[src/hw/rtl/slcan_command_line_parser_unit_macros.svh]
// Assertion macros used by the line parser top level.
`ifndef SLCAN_COMMAND_LINE_PARSER_UNIT_MACROS_SVH
`define SLCAN_COMMAND_LINE_PARSER_UNIT_MACROS_SVH

`ifndef ASSERT_OFF
// Check a property on every clock edge outside reset.
`define SLCAN_ASSERT(name, prop, msg) \
    name: assert property (@(posedge clk) disable iff (!rst_n) (prop)) else $error(msg);
// Check that a condition implies a consequence in the same cycle.
`define SLCAN_ASSERT_IMPLIES(name, ante, cons, msg) \
    name: assert property (@(posedge clk) disable iff (!rst_n) (ante) |-> (cons)) \
        else $error(msg);
// Check that a condition implies a consequence in the next cycle.
`define SLCAN_ASSERT_NEXT(name, ante, cons, msg) \
    name: assert property (@(posedge clk) disable iff (!rst_n) (ante) |=> (cons)) \
        else $error(msg);
`else
`define SLCAN_ASSERT(name, prop, msg)
`define SLCAN_ASSERT_IMPLIES(name, ante, cons, msg)
`define SLCAN_ASSERT_NEXT(name, ante, cons, msg)
`endif

`endif

[src/hw/rtl/slcan_pkg.sv]
// Shared types, character codes, command codes and helpers of the line parser.
package slcan_pkg;

    // Character codes
    localparam logic [7:0] CHAR_CR   = 8'd13;
    localparam logic [7:0] CHAR_LF   = 8'd10;
    localparam logic [7:0] CHAR_NUL  = 8'd0;
    localparam logic [7:0] CHAR_0    = 8'h30;
    localparam logic [7:0] CHAR_1    = 8'h31;
    localparam logic [7:0] CHAR_8    = 8'h38;
    localparam logic [7:0] CHAR_9    = 8'h39;
    localparam logic [7:0] CHAR_UA   = 8'h41;
    localparam logic [7:0] CHAR_UF   = 8'h46;
    localparam logic [7:0] CHAR_LA   = 8'h61;
    localparam logic [7:0] CHAR_LF_HEX = 8'h66;
    localparam logic [7:0] CHAR_V_UP = 8'h56;
    localparam logic [7:0] CHAR_V_LO = 8'h76;
    localparam logic [7:0] CHAR_N_UP = 8'h4E;
    localparam logic [7:0] CHAR_C_UP = 8'h43;
    localparam logic [7:0] CHAR_S_UP = 8'h53;
    localparam logic [7:0] CHAR_Z_UP = 8'h5A;
    localparam logic [7:0] CHAR_M_UP = 8'h4D;
    localparam logic [7:0] CHAR_M_LO = 8'h6D;
    localparam logic [7:0] CHAR_L_UP = 8'h4C;
    localparam logic [7:0] CHAR_O_UP = 8'h4F;
    localparam logic [7:0] CHAR_T_LO = 8'h74;
    localparam logic [7:0] CHAR_T_UP = 8'h54;
    localparam logic [7:0] CHAR_R_LO = 8'h72;
    localparam logic [7:0] CHAR_R_UP = 8'h52;

    // Command kinds
    localparam logic [3:0] CMD_VERSION  = 4'd0;
    localparam logic [3:0] CMD_SW_VER   = 4'd1;
    localparam logic [3:0] CMD_SERIAL   = 4'd2;
    localparam logic [3:0] CMD_CLOSE    = 4'd3;
    localparam logic [3:0] CMD_SPEED    = 4'd4;
    localparam logic [3:0] CMD_TSTAMP   = 4'd5;
    localparam logic [3:0] CMD_FILTER   = 4'd6;
    localparam logic [3:0] CMD_LISTEN   = 4'd7;
    localparam logic [3:0] CMD_OPEN     = 4'd8;
    localparam logic [3:0] CMD_FRAME    = 4'd9;
    localparam logic [3:0] CMD_REMOTE   = 4'd10;

    // Identifier lengths in nibbles
    localparam logic [7:0] STD_ID_NIBBLES = 8'd3;
    localparam logic [7:0] EXT_ID_NIBBLES = 8'd8;

    // Command queue geometry
    localparam int QUEUE_DEPTH = 4;
    localparam int QUEUE_PTR_W = $clog2(QUEUE_DEPTH);
    localparam int QUEUE_CNT_W = $clog2(QUEUE_DEPTH + 1);

    // Snapshot of one finished line, passed from front to back
    typedef struct packed {
        logic [7:0]  first_char;
        logic [7:0]  second_char;
        logic [7:0]  line_len;
        logic [31:0] id;
        logic [3:0]  dlc;
        logic [63:0] data;
        logic        field_error;
    } slcan_rec_t;

    // Queue status seen by front and back
    typedef struct packed {
        logic full;
        logic nonempty;
    } slcan_q_status_t;

    function automatic logic is_frame(input logic [7:0] c);
        return (c == CHAR_T_LO) || (c == CHAR_T_UP) || (c == CHAR_R_LO) || (c == CHAR_R_UP);
    endfunction

    function automatic logic is_ext(input logic [7:0] c);
        return (c == CHAR_T_UP) || (c == CHAR_R_UP);
    endfunction

    function automatic logic is_rtr(input logic [7:0] c);
        return (c == CHAR_R_LO) || (c == CHAR_R_UP);
    endfunction

    function automatic logic is_known(input logic [7:0] c);
        return (c == CHAR_V_UP) || (c == CHAR_V_LO) || (c == CHAR_N_UP) || (c == CHAR_C_UP) ||
               (c == CHAR_S_UP) || (c == CHAR_Z_UP) || (c == CHAR_M_UP) || (c == CHAR_M_LO) ||
               (c == CHAR_L_UP) || (c == CHAR_O_UP) || is_frame(c);
    endfunction

    // Return {bad, value}; value is zero for a non-hex character
    function automatic logic [4:0] hex_nibble(input logic [7:0] c);
        logic [4:0] r;
        r = 5'b10000;
        if ((c >= CHAR_0) && (c <= CHAR_9))
            r = {1'b0, 4'(c - CHAR_0)};
        else if ((c >= CHAR_UA) && (c <= CHAR_UF))
            r = {1'b0, 4'(c - CHAR_UA + 8'd10)};
        else if ((c >= CHAR_LA) && (c <= CHAR_LF_HEX))
            r = {1'b0, 4'(c - CHAR_LA + 8'd10)};
        return r;
    endfunction

endpackage

[src/hw/rtl/slcan_line_front.sv]
// Front end: collects bytes into a line and hands finished lines to the queue.
module slcan_line_front #(
    parameter int MAX_LINE = 128
) (
    input  logic                  clk,
    input  logic                  rst_n,
    input  logic                  push,
    input  logic [7:0]            rx_byte,
    input  slcan_pkg::slcan_q_status_t q_stat,
    output logic                  rec_push,
    output slcan_pkg::slcan_rec_t rec
);
    import slcan_pkg::*;

    localparam logic [7:0] LINE_MAX = 8'(MAX_LINE);

    logic [7:0]  count_reg, count_next;
    logic [7:0]  first_reg, first_next;
    logic [7:0]  second_reg, second_next;
    logic [31:0] id_reg, id_next;
    logic [3:0]  dlc_reg, dlc_next;
    logic [63:0] data_reg, data_next;
    logic        err_reg, err_next;
    logic        ended_reg, ended_next;

    logic        accept;
    logic        is_eol;
    logic [7:0]  id_len;
    logic [7:0]  q_pos;
    logic [3:0]  slot;
    logic [4:0]  nib;

    assign accept = push && !q_stat.full;
    assign is_eol = (rx_byte == CHAR_CR) || (rx_byte == CHAR_LF);
    assign id_len = is_ext(first_reg) ? EXT_ID_NIBBLES : STD_ID_NIBBLES;
    assign q_pos  = count_reg - (id_len + 8'd2);
    assign slot   = {q_pos[3:1], ~q_pos[0]};
    assign nib    = hex_nibble(rx_byte);

    // Hand the finished line to the queue
    assign rec.first_char  = first_reg;
    assign rec.second_char = second_reg;
    assign rec.line_len    = count_reg;
    assign rec.id          = id_reg;
    assign rec.dlc         = dlc_reg;
    assign rec.data        = data_reg;
    assign rec.field_error = err_reg;

    // Absorb one byte or close the line
    always_comb
    begin
        count_next  = count_reg;
        first_next  = first_reg;
        second_next = second_reg;
        id_next     = id_reg;
        dlc_next    = dlc_reg;
        data_next   = data_reg;
        err_next    = err_reg;
        ended_next  = ended_reg;
        rec_push    = 1'b0;
        if (accept)
        begin
            if (!is_eol)
            begin
                if (!ended_reg && (count_reg < LINE_MAX))
                begin
                    if (rx_byte == CHAR_NUL)
                    begin
                        ended_next = 1'b1;
                    end
                    else
                    begin
                        count_next = count_reg + 8'd1;
                        if (count_reg == 8'd0)
                        begin
                            first_next = rx_byte;
                        end
                        else
                        begin
                            if (count_reg == 8'd1)
                                second_next = rx_byte;
                            if (is_frame(first_reg))
                            begin
                                priority if (count_reg <= id_len)
                                begin
                                    id_next = {id_reg[27:0], nib[3:0]};
                                    if (nib[4])
                                        err_next = 1'b1;
                                end
                                else if (count_reg == id_len + 8'd1)
                                begin
                                    if ((rx_byte >= CHAR_0) && (rx_byte <= CHAR_8))
                                        dlc_next = 4'(rx_byte - CHAR_0);
                                    else
                                        err_next = 1'b1;
                                end
                                else
                                begin
                                    if (!is_rtr(first_reg) &&
                                        (q_pos < {3'b000, dlc_reg, 1'b0}))
                                    begin
                                        for (int k = 0; k < 16; k++)
                                        begin
                                            if (slot == 4'(k))
                                                data_next[4*k +: 4] = data_reg[4*k +: 4] | nib[3:0];
                                        end
                                        if (nib[4])
                                            err_next = 1'b1;
                                    end
                                end
                            end
                        end
                    end
                end
            end
            else
            begin
                rec_push    = (count_reg != 8'd0) && is_known(first_reg);
                count_next  = 8'd0;
                first_next  = 8'd0;
                second_next = 8'd0;
                id_next     = 32'd0;
                dlc_next    = 4'd0;
                data_next   = 64'd0;
                err_next    = 1'b0;
                ended_next  = 1'b0;
            end
        end
    end

    // Hold line state
    always_ff @(posedge clk or negedge rst_n)
    begin
        if (!rst_n)
        begin
            count_reg  <= 8'd0;
            first_reg  <= 8'd0;
            second_reg <= 8'd0;
            id_reg     <= 32'd0;
            dlc_reg    <= 4'd0;
            data_reg   <= 64'd0;
            err_reg    <= 1'b0;
            ended_reg  <= 1'b0;
        end
        else
        begin
            count_reg  <= count_next;
            first_reg  <= first_next;
            second_reg <= second_next;
            id_reg     <= id_next;
            dlc_reg    <= dlc_next;
            data_reg   <= data_next;
            err_reg    <= err_next;
            ended_reg  <= ended_next;
        end
    end

endmodule

[src/hw/rtl/slcan_cmd_fifo.sv]
// Short queue of finished lines between front and back.
module slcan_cmd_fifo (
    input  logic                  clk,
    input  logic                  rst_n,
    input  logic                  wr_en,
    input  slcan_pkg::slcan_rec_t wr_rec,
    input  logic                  rd_en,
    output slcan_pkg::slcan_rec_t rd_rec,
    output slcan_pkg::slcan_q_status_t q_stat
);
    import slcan_pkg::*;

    slcan_rec_t             queue_reg [QUEUE_DEPTH];
    logic [QUEUE_PTR_W-1:0] wr_ptr_reg, wr_ptr_next;
    logic [QUEUE_PTR_W-1:0] rd_ptr_reg, rd_ptr_next;
    logic [QUEUE_CNT_W-1:0] cnt_reg, cnt_next;

    assign q_stat.full     = (cnt_reg == QUEUE_CNT_W'(QUEUE_DEPTH));
    assign q_stat.nonempty = (cnt_reg != '0);
    assign rd_rec          = queue_reg[rd_ptr_reg];

    // Advance pointers and count
    always_comb
    begin
        wr_ptr_next = wr_ptr_reg;
        rd_ptr_next = rd_ptr_reg;
        cnt_next    = cnt_reg;
        if (wr_en)
            wr_ptr_next = wr_ptr_reg + 1'b1;
        if (rd_en)
            rd_ptr_next = rd_ptr_reg + 1'b1;
        if (wr_en && !rd_en)
            cnt_next = cnt_reg + 1'b1;
        else if (!wr_en && rd_en)
            cnt_next = cnt_reg - 1'b1;
    end

    always_ff @(posedge clk or negedge rst_n)
    begin
        if (!rst_n)
        begin
            wr_ptr_reg <= '0;
            rd_ptr_reg <= '0;
            cnt_reg    <= '0;
        end
        else
        begin
            wr_ptr_reg <= wr_ptr_next;
            rd_ptr_reg <= rd_ptr_next;
            cnt_reg    <= cnt_next;
        end
    end

    // Store the incoming beat
    always_ff @(posedge clk)
    begin
        if (wr_en)
            queue_reg[wr_ptr_reg] <= wr_rec;
    end

endmodule

[src/hw/rtl/slcan_cmd_back.sv]
// Back end: decodes a queued line into a command and holds it for the consumer.
module slcan_cmd_back (
    input  logic                  clk,
    input  logic                  rst_n,
    input  slcan_pkg::slcan_rec_t head,
    input  slcan_pkg::slcan_q_status_t q_stat,
    output logic                  q_pop,
    input  logic                  pop,
    output logic                  empty,
    output logic [3:0]            cmd_kind,
    output logic [3:0]            cmd_arg,
    output logic                  parse_error,
    output logic                  ext_frame,
    output logic                  remote_frame,
    output logic [31:0]           frame_id,
    output logic [3:0]            frame_dlc,
    output logic [63:0]           frame_data
);
    import slcan_pkg::*;

    logic        valid_reg, valid_next;
    logic [3:0]  kind_reg, arg_reg, dlc_reg;
    logic        err_reg, ext_reg, rtr_reg;
    logic [31:0] id_reg;
    logic [63:0] data_reg;

    logic [3:0]  d_kind, d_arg, d_dlc;
    logic        d_err, d_ext, d_rtr;
    logic [31:0] d_id;
    logic [63:0] d_data;
    logic [7:0]  need_hdr, need_all;
    logic        load;

    assign load     = q_stat.nonempty && (!valid_reg || pop);
    assign q_pop    = load;
    assign need_hdr = (is_ext(head.first_char) ? EXT_ID_NIBBLES : STD_ID_NIBBLES) + 8'd2;
    assign need_all = need_hdr + {3'b000, head.dlc, 1'b0};

    // Decode the head beat
    always_comb
    begin
        d_kind = CMD_VERSION;
        d_arg  = 4'd0;
        d_err  = 1'b0;
        d_ext  = 1'b0;
        d_rtr  = 1'b0;
        d_id   = 32'd0;
        d_dlc  = 4'd0;
        d_data = 64'd0;
        unique case (head.first_char)
            CHAR_V_UP: d_kind = CMD_VERSION;
            CHAR_V_LO: d_kind = CMD_SW_VER;
            CHAR_N_UP: d_kind = CMD_SERIAL;
            CHAR_C_UP: d_kind = CMD_CLOSE;
            CHAR_S_UP:
            begin
                d_kind = CMD_SPEED;
                if ((head.line_len >= 8'd2) && (head.second_char >= CHAR_0) &&
                    (head.second_char <= CHAR_8))
                    d_arg = 4'(head.second_char - CHAR_0);
                else
                    d_err = 1'b1;
            end
            CHAR_Z_UP:
            begin
                d_kind = CMD_TSTAMP;
                if ((head.line_len >= 8'd2) &&
                    ((head.second_char == CHAR_0) || (head.second_char == CHAR_1)))
                    d_arg = 4'(head.second_char - CHAR_0);
                else
                    d_err = 1'b1;
            end
            CHAR_M_UP, CHAR_M_LO:
            begin
                d_kind = CMD_FILTER;
                d_err  = 1'b1;
            end
            CHAR_L_UP: d_kind = CMD_LISTEN;
            CHAR_O_UP: d_kind = CMD_OPEN;
            CHAR_T_LO, CHAR_T_UP, CHAR_R_LO, CHAR_R_UP:
            begin
                d_ext  = is_ext(head.first_char);
                d_rtr  = is_rtr(head.first_char);
                d_kind = d_rtr ? CMD_REMOTE : CMD_FRAME;
                d_err  = head.field_error || (head.line_len < need_hdr) ||
                         (!d_rtr && (head.line_len < need_all));
                if (!d_err)
                begin
                    d_id   = head.id;
                    d_dlc  = head.dlc;
                    d_data = d_rtr ? 64'd0 : head.data;
                end
            end
            default: d_kind = CMD_VERSION;
        endcase
    end

    // Hold the output beat until it is taken
    assign valid_next = load ? 1'b1 : (pop ? 1'b0 : valid_reg);

    always_ff @(posedge clk or negedge rst_n)
    begin
        if (!rst_n)
            valid_reg <= 1'b0;
        else
            valid_reg <= valid_next;
    end

    always_ff @(posedge clk)
    begin
        if (load)
        begin
            kind_reg <= d_kind;
            arg_reg  <= d_arg;
            err_reg  <= d_err;
            ext_reg  <= d_ext;
            rtr_reg  <= d_rtr;
            id_reg   <= d_id;
            dlc_reg  <= d_dlc;
            data_reg <= d_data;
        end
    end

    assign empty        = !valid_reg;
    assign cmd_kind     = kind_reg;
    assign cmd_arg      = arg_reg;
    assign parse_error  = err_reg;
    assign ext_frame    = ext_reg;
    assign remote_frame = rtr_reg;
    assign frame_id     = id_reg;
    assign frame_dlc    = dlc_reg;
    assign frame_data   = data_reg;

endmodule

[src/hw/rtl/slcan_command_line_parser_unit.sv]
// Top level of the serial-line ASCII command parser.
//
//  channel   direction  handshake    beat
//  input     in         push / full  rx_byte
//  result    out        empty / pop  cmd_kind .. frame_data
//
// One byte is taken every cycle while full is low; the line collector does
// constant work per byte.
// A finished line reaches the result ports through the command queue and then
// the decode output register, which loads when it is empty or being popped.
// full rises only when the four-entry command queue is full.
// Reset is asynchronous and active low; it empties the line and the queue.
`include "slcan_command_line_parser_unit_macros.svh"

module slcan_command_line_parser_unit #(
    parameter int MAX_LINE = 128
) (
    input  logic        clk,
    input  logic        rst_n,
    input  logic        push,
    output logic        full,
    input  logic [7:0]  rx_byte,
    output logic        empty,
    input  logic        pop,
    output logic [3:0]  cmd_kind,
    output logic [3:0]  cmd_arg,
    output logic        parse_error,
    output logic        ext_frame,
    output logic        remote_frame,
    output logic [31:0] frame_id,
    output logic [3:0]  frame_dlc,
    output logic [63:0] frame_data
);
    import slcan_pkg::*;

    slcan_q_status_t q_stat;
    slcan_rec_t      wr_rec;
    slcan_rec_t      head;
    logic            rec_push;
    logic            q_pop;

    assign full = q_stat.full;

    slcan_line_front #(
        .MAX_LINE (MAX_LINE)
    ) u_front (
        .clk      (clk),
        .rst_n    (rst_n),
        .push     (push),
        .rx_byte  (rx_byte),
        .q_stat   (q_stat),
        .rec_push (rec_push),
        .rec      (wr_rec)
    );

    slcan_cmd_fifo u_fifo (
        .clk    (clk),
        .rst_n  (rst_n),
        .wr_en  (rec_push),
        .wr_rec (wr_rec),
        .rd_en  (q_pop),
        .rd_rec (head),
        .q_stat (q_stat)
    );

    slcan_cmd_back u_back (
        .clk          (clk),
        .rst_n        (rst_n),
        .head         (head),
        .q_stat       (q_stat),
        .q_pop        (q_pop),
        .pop          (pop),
        .empty        (empty),
        .cmd_kind     (cmd_kind),
        .cmd_arg      (cmd_arg),
        .parse_error  (parse_error),
        .ext_frame    (ext_frame),
        .remote_frame (remote_frame),
        .frame_id     (frame_id),
        .frame_dlc    (frame_dlc),
        .frame_data   (frame_data)
    );

    `SLCAN_ASSERT(a_no_push_when_full, !(rec_push && q_stat.full), "line pushed into full queue")
    `SLCAN_ASSERT_IMPLIES(a_err_zero_payload, !empty && parse_error, (cmd_arg == 4'd0) && (frame_id == 32'd0) && (frame_dlc == 4'd0) && (frame_data == 64'd0), "error result carries payload")
    `SLCAN_ASSERT_IMPLIES(a_remote_no_data, !empty && remote_frame, (frame_data == 64'd0) && (cmd_kind == CMD_REMOTE), "remote frame carries data")
    `SLCAN_ASSERT_IMPLIES(a_plain_cmd_no_frame, !empty && (cmd_kind != CMD_FRAME) && (cmd_kind != CMD_REMOTE), !ext_frame && !remote_frame && (frame_id == 32'd0), "plain command carries frame fields")

endmodule
[config.mk]
export PLATFORM = sky130hd
export DESIGN_NAME = slcan_command_line_parser_unit
export DESIGN_NICKNAME = d
export VERILOG_FILES = /design/src/hw/rtl/slcan_pkg.sv /design/src/hw/rtl/slcan_line_front.sv /design/src/hw/rtl/slcan_cmd_fifo.sv /design/src/hw/rtl/slcan_cmd_back.sv /design/src/hw/rtl/slcan_command_line_parser_unit.sv
export VERILOG_INCLUDE_DIRS = /design/src /design/src/hw/rtl
export SDC_FILE = /design/constraint.sdc
export NUM_CORES = 1
export LEC_CHECK = 0
export BUFFER_PORTS_ARGS = -buffer_cell sky130_fd_sc_hd__buf_2
export CORE_ASPECT_RATIO = 1.5
export CORE_MARGIN = 8
export CORE_UTILIZATION = 40
export DETAILED_ROUTE_END_ITERATION = 8
export PLACE_DENSITY_LB_ADDON = 0.12
export SYNTH_ARGS = -nofsm -noshare
export SYNTH_HDL_FRONTEND = slang
export SYNTH_HIERARCHICAL = 1
export SYNTH_SLANG_ARGS = --single-unit
[constraint.sdc]
create_clock -name clk -period 7.7 [get_ports clk]
set_clock_uncertainty 0.2 [all_clocks]
set_input_delay 0.77 -clock clk [delete_from_list [all_inputs] [get_ports clk]]
set_output_delay 0.77 -clock clk [all_outputs]
set_load 0.02 [all_outputs]
-- Word-level counts from Yosys, hierarchy flattened
Memories as Yosys holds them, arrays and structs flattened.
Cells that the tools add are included.
- input port bits: 12
- logic and storage cells: 327
- bits in registers: 245
- output and inout port bits: 113
- RAM bits: 500
- memories: 1
- memory list (name ; depth ; bits a word ; read ports ; clocked after Yosys merged registers in ; write ports ; line ; text):
    u_fifo.queue_reg ; 4 ; 125 ; 1 ; 0 ; 1 ; slcan_cmd_fifo.sv:13 ; slcan_rec_t queue_reg [QUEUE_DEPTH];
- bitwise gates (word level): 18
- equal/unequal tests: 54
- muxes and demuxes: 84
- add/sub/neg operators: 16
- reduce and logical (&&, ||, !) cells: 104
- magnitude comparators: 15
- operators with widths (cell ; count):
    64-bit two-way mux ; 8
    8-bit by 7-bit equality test with 1-bit output (second input constant) ; 27
    32-bit two-way mux ; 6
    9-bit AND reduction ; 16
    4-bit two-way mux ; 28
    8-bit two-way mux ; 12
    4-bit bitwise OR ; 16
    2-bit nonzero test ; 27
    4-bit case mux with 9 select lines ; 1
    4-bit equality test (second input constant) ; 8
    8-bit by 6-bit <= comparator with 1-bit output (second input constant) ; 3
    1-bit logical OR ; 22
    1-bit two-way mux ; 21
    8-bit by 1-bit adder with 8-bit output (second input constant) ; 2
    8-bit by 2-bit adder with 8-bit output (second input constant) ; 2
    4-bit by 3-bit equality test with 1-bit output (second input constant) ; 4
    8-bit by 4-bit equality test with 1-bit output (second input constant) ; 2
    8-bit by 6-bit equality test with 1-bit output (second input constant) ; 2
    8-bit by 6-bit greater-or-equal comparator with 1-bit output (second input constant) ; 2
    8-bit by 7-bit greater-or-equal comparator with 1-bit output (second input constant) ; 2
    8-bit by 7-bit <= comparator with 1-bit output (second input constant) ; 2
    8-bit zero test ; 2
    8-bit less-than comparator ; 2
    4-bit by 1-bit subtractor with 4-bit output (second input constant) ; 4
    38 further kinds ; 70

-- Logic depth before layout (Yosys ltp)
- depth in word-level cells: 18
- gate-level depth with buffers: 20

-- Hierarchy
The synthesis kept the hierarchy.
- by module, submodules not included (module ; cells an instance ; instances ; area each (sq um) ; sequential area each (sq um)):
    slcan_cmd_fifo ; 687 ; 1 ; 18386.4 ; 15189.6
    slcan_line_front ; 554 ; 1 ; 5973.2 ; 3153.0
    slcan_cmd_back ; 335 ; 1 ; 5027.3 ; 3358.2

-- Worst setup path before layout
OpenSTA, ideal clock, no wires.
- path type: input port to flip-flop
- from: in rx_byte[0]
- to: mem u_fifo/queue_reg[0][0] (netlist name) (enable)
- stages on the path: 6
- arrival: 4.882 ns
- setup slack: 2.120 ns
- setup time: 0.498 ns
- path through: inv_1 ha_1 mux2_2 nand4_1 nor3_1 and2_1
- word-level cells in the longest chain between the ends: 6
- elaborated cells on any way between the ends: 7
- those cells by class: eq/ne: 2; mux: 4; reduce/logical: 1
- ends and longest elaborated chain (item ; line ; text):
    start, declared ; slcan_command_line_parser_unit.sv:22 ; input logic [7:0] rx_byte,
    8-bit by 4-bit equality test with 1-bit output ; slcan_line_front.sv:34 ; assign is_eol = (rx_byte == CHAR_CR) || (rx_byte == CHAR_LF);
    1-bit logical OR * ; slcan_line_front.sv:34 ;
    1-bit two-way mux * ; slcan_line_front.sv:63 ; if (!is_eol)
    1-bit two-way mux * ; slcan_line_front.sv:61 ; if (accept)
    via rec_push ; slcan_command_line_parser_unit.sv:39 ; logic rec_push;
    1-bit two-way mux * ; slcan_cmd_fifo.sv:57 ; if (wr_en)
    1-bit two-way mux (not written as such) * ; slcan_cmd_fifo.sv:58 ; queue_reg[wr_ptr_reg] <= wr_rec;
    end, declared ; slcan_cmd_fifo.sv:13 ;
Mark *: on every way through the listed nets, which the timed path passes. The rest lies on a longest branch.

-- Final worst setup path
- from: reg u_front.first_reg[7]
- to: reg u_front.data_reg[55]
- word-level cells in the longest chain between the ends: 9
- elaborated cells on any way between the ends: 26
- those cells by class: add/sub: 3; order compare: 2; eq/ne: 8; mux: 1; bitwise: 1; reduce/logical: 11
- ends and longest elaborated chain (item ; line ; text):
    start, declared ; slcan_line_front.sv:18 ; logic [7:0] first_reg, first_next;
    start signal, assigned ; slcan_line_front.sv:148 ; first_reg <= first_next;
    8-bit by 7-bit equality test with 1-bit output, on equally long branches ; slcan_pkg.sv:71, slcan_pkg.sv:75, slcan_pkg.sv:79 ;
    1-bit logical OR ; slcan_pkg.sv:75 ; return (c == CHAR_T_UP) || (c == CHAR_R_UP);
    4-bit two-way mux ; slcan_line_front.sv:35 ; assign id_len = is_ext(first_reg) ? EXT_ID_NIBBLES : STD_ID_NIBBLES;
    8-bit by 2-bit adder with 8-bit output ; slcan_line_front.sv:36 ; assign q_pos = count_reg - (id_len + 8'd2);
    8-bit subtractor ; slcan_line_front.sv:36 ;
    8-bit by 5-bit less-than comparator with 1-bit output / 1-bit NOT (equally long branches) ; slcan_line_front.sv:100, slcan_line_front.sv:37 ;
    1-bit logical AND / 4-bit equality test (equally long branches) ; slcan_line_front.sv:99, slcan_line_front.sv:104 ;
    2-bit nonzero test (no source line) ; - ;
    9-bit AND reduction (no source line) * ; - ;
    end signal, assigned ; slcan_line_front.sv:152 ; data_reg <= data_next;
    end, declared ; slcan_line_front.sv:22 ; logic [63:0] data_reg, data_next;
Mark *: on every way between the ends. The rest lies on a longest branch, timed or not.
A chain may end at the register's enable or synchronous reset.

==> flow_summary.ini <==
[die]
fp-row-count = 121
die_w_um = 237.3
die_area_um2 = 82580
pin_count = 125
fp.dieH_um = 348.0
core_area_um2 = 72670
initial_core_util = 0.4044

[setup_path]
worstPathRequired_ns = 8.03
cp_slowest_cell = nor4_4
crit_path_max_fanout = 16
cp_top_family = simple AND/OR/NAND/NOR gates
r2r_slack_ns = 1.76
crit_path_cell_trace = nand4bb_1 > nor4_4 > inv_1 > ha_1 > inv_1 > ha_1 > fa_1 > xnor2_4 > clkinv_1 > ha_1 > o21ai_0 > o211ai_1 > a211o_1 > nor4_4 > a21oi_1 > nor2_1
cpMostUsedCell = ha_1
cp_data_arrival_time_ns = 6.28
cpPeakStageDelay_ns = 0.90
worstSetupPathType = reg -> reg
cp-end-kind = register
crit_buf_inv = 3
critPathLaunchType = register

[grt]
grt_first_pass_wirelength_um = 101000
grt_max_degree = 86
grt_use_met1 = 0.1988
first_global_vias = 15820
grt_overflow_total = 0
antenna_found_initial = 2
grt_use_met3 = 0.02278
grt.met2_usage = 0.2924
top_usage_layer = met2
grt_usage = 0.1619

[synthesis]
synth-async-reset-ratio = 0.1799
ys_ff_latch = 745
yosys-top-cells-area = edfxtp_1, dfrtp_1, mux4_2
synth.avg_cell_area_um2 = 18.65
synth_common_cells = edfxtp_1, dfrtp_1, mux4_2
ys_seq_area_frac = 0.7385
synth-edff-count = 611
synth_top_cell_by_area = edfxtp_1
synth_flop_cell = edfxtp_1
netlist_area_um2 = 29390
yosysMostFrequentCell = edfxtp_1
synth_warnings = 6
ys_types = 82
yosysTopAreaCellShare = 0.6243
syn_nets = 1625
syn_inst = 1576

[drt]
drtPass1Iterations = 6
drtIter0Drc = 984
dr_total_vias = 14680
vias_per_cell = 5.432
wire_per_inst_um = 24.73
antenna_left = 0
totalWireLength_um = 66810
drc = 0

[final_layout]
fillers = 6196
drive_above_1_share = 0.2601
diodes = 0
final_area_um2 = 33420
largest_reg_flops = 500
nets = 1770
area_growth_pct = 13.72

[min_path]
hp-class = in -> reg

[pwr]
finalPower_mw = 10.34
peakVddDrop_mv = 0.1635
p_per_area_nw_per_um2 = 309.3
power.leakage_nw = 12.95

[timing]
hold_viol = 0
setup_tns_ns = 0
relSlewSlack = 0.2129
finalSetupViolCount = 0
post-route-period-util = 0.7718
worst_pin_slew_ns = 1.172
fin_crit_ns = 5.943
maxSlewViolCount = 0
rsz0062_at_grt = no
fmax_mhz = 168.3

[clocking]
clockRootBuffer = clkbuf_16
cts_buffers = 71
insertion_delay_ns = 0.63
cts_resized = 0
cts_buffer_depth = 3
htree_levels = 3
cts_tree = yes
clock_sinks = 745
ctsHoldBuffers = 1
post_cts_buffers = 0
cts.reportedPaths.clkPinSlew_ns = 0.06

[run_status]
outcome = complete, no violations

[flow_run]
maxCapViolCount = 0

[place]
numPortBuffers = 124
gp_congestion = 0.7843
place_area_um2 = 31030
hpwl_um = 38770
power by group:
| group | leakage, nW | switching [mW] | total [mW] | internal [mW] |
|---|---|---|---|---|
| registers | 8.53 | 0.220 | 4.80 | 4.58 |
| clock network | 1.17 | 1.48 | 3.54 | 2.06 |
| logic | 3.25 | 1.30 | 1.99 | 0.692 |
layer usage:
metal,vias up,wire length [um]
met5,-,8
met4,2,1370
met3,85,2707
met2,329,35440
met1,7760,27280
li1,6500,-
final cells by class:
class,instances,area [um2],area share
clock buffers,112,2190,0.06552
clock inverters,20,190.2,0.005691
inverters,37,138.9,0.004156
multi-input cells,715,7157,0.2142
flip-flops and latches,745,21710,0.6496
well taps,922,1154,0.03452
repair buffers,151,882.1,0.02639
cell families after synthesis:
family / after synthesis / synth area share
multiplexers: 141 / 0.1017
AO/OA/AOI/OAI: 189 / 0.04764
AND/OR/NAND/NOR: 329 / 0.07051
flip-flops: 745 / 0.7385
buffers and inverters: 116 / 0.01907
adder cells (fa/ha/maj): 38 / 0.01660
XOR/XNOR: 18 / 0.006003
stage by stage:
| stage | worst slack, ns | utilization | hold slack [ns] | std cells |
|---|---|---|---|---|
| CTS | 1.675 | 0.4599 | 0.2061 | 2702 |
| floorplan | 2.120 | - | 0.2491 | 1576 |
| detailed placement | 1.711 | 0.4270 | 0.2761 | 2569 |
| finish | 1.757 | 0.4599 | 0.2527 | 2702 |
| global placement | 1.811 | 0.4270 | 0.2627 | 2569 |
| global route | 1.322 | 0.4599 | 0.2432 | 2702 |
worst min-delay path, cell delays in order:
cell and delay (ns):
buf_2 0.07, nand2b_1 0.11, nand2b_1 0.06
layout by cell type, fill, tap and decap left out, types with 35 or more instances in the layout:
| cell | instances |
|---|---|
| buf_2 | 123 |
| edfxtp_1 | 611 |
| ha_1 | 35 |
| nor2_1 | 92 |
| mux4_2 | 125 |
| inv_1 | 35 |
| dfrtp_1 | 132 |
| clkbuf_16 | 78 |
| a21oi_1 | 76 |
| and2_1 | 66 |
path summary, 6_finish.rpt:
kind / startpoint / endpoint / cells after the start
min in group asynchronous: rst_n / u_front/data_reg[18] / 2
worst max-delay path: u_front/first_reg[7] / u_front/data_reg[55] / 16
worst min register to register: u_fifo/cnt_reg[2] / u_fifo/cnt_reg[2] / 1
max in group asynchronous: rst_n / u_fifo/rd_ptr_reg[1] / 3
worst max register to register: u_front/first_reg[7] / u_front/data_reg[55] / 16
worst min-delay path: pop / u_back/valid_reg / 3
Power figures use the tool's default switching activity.
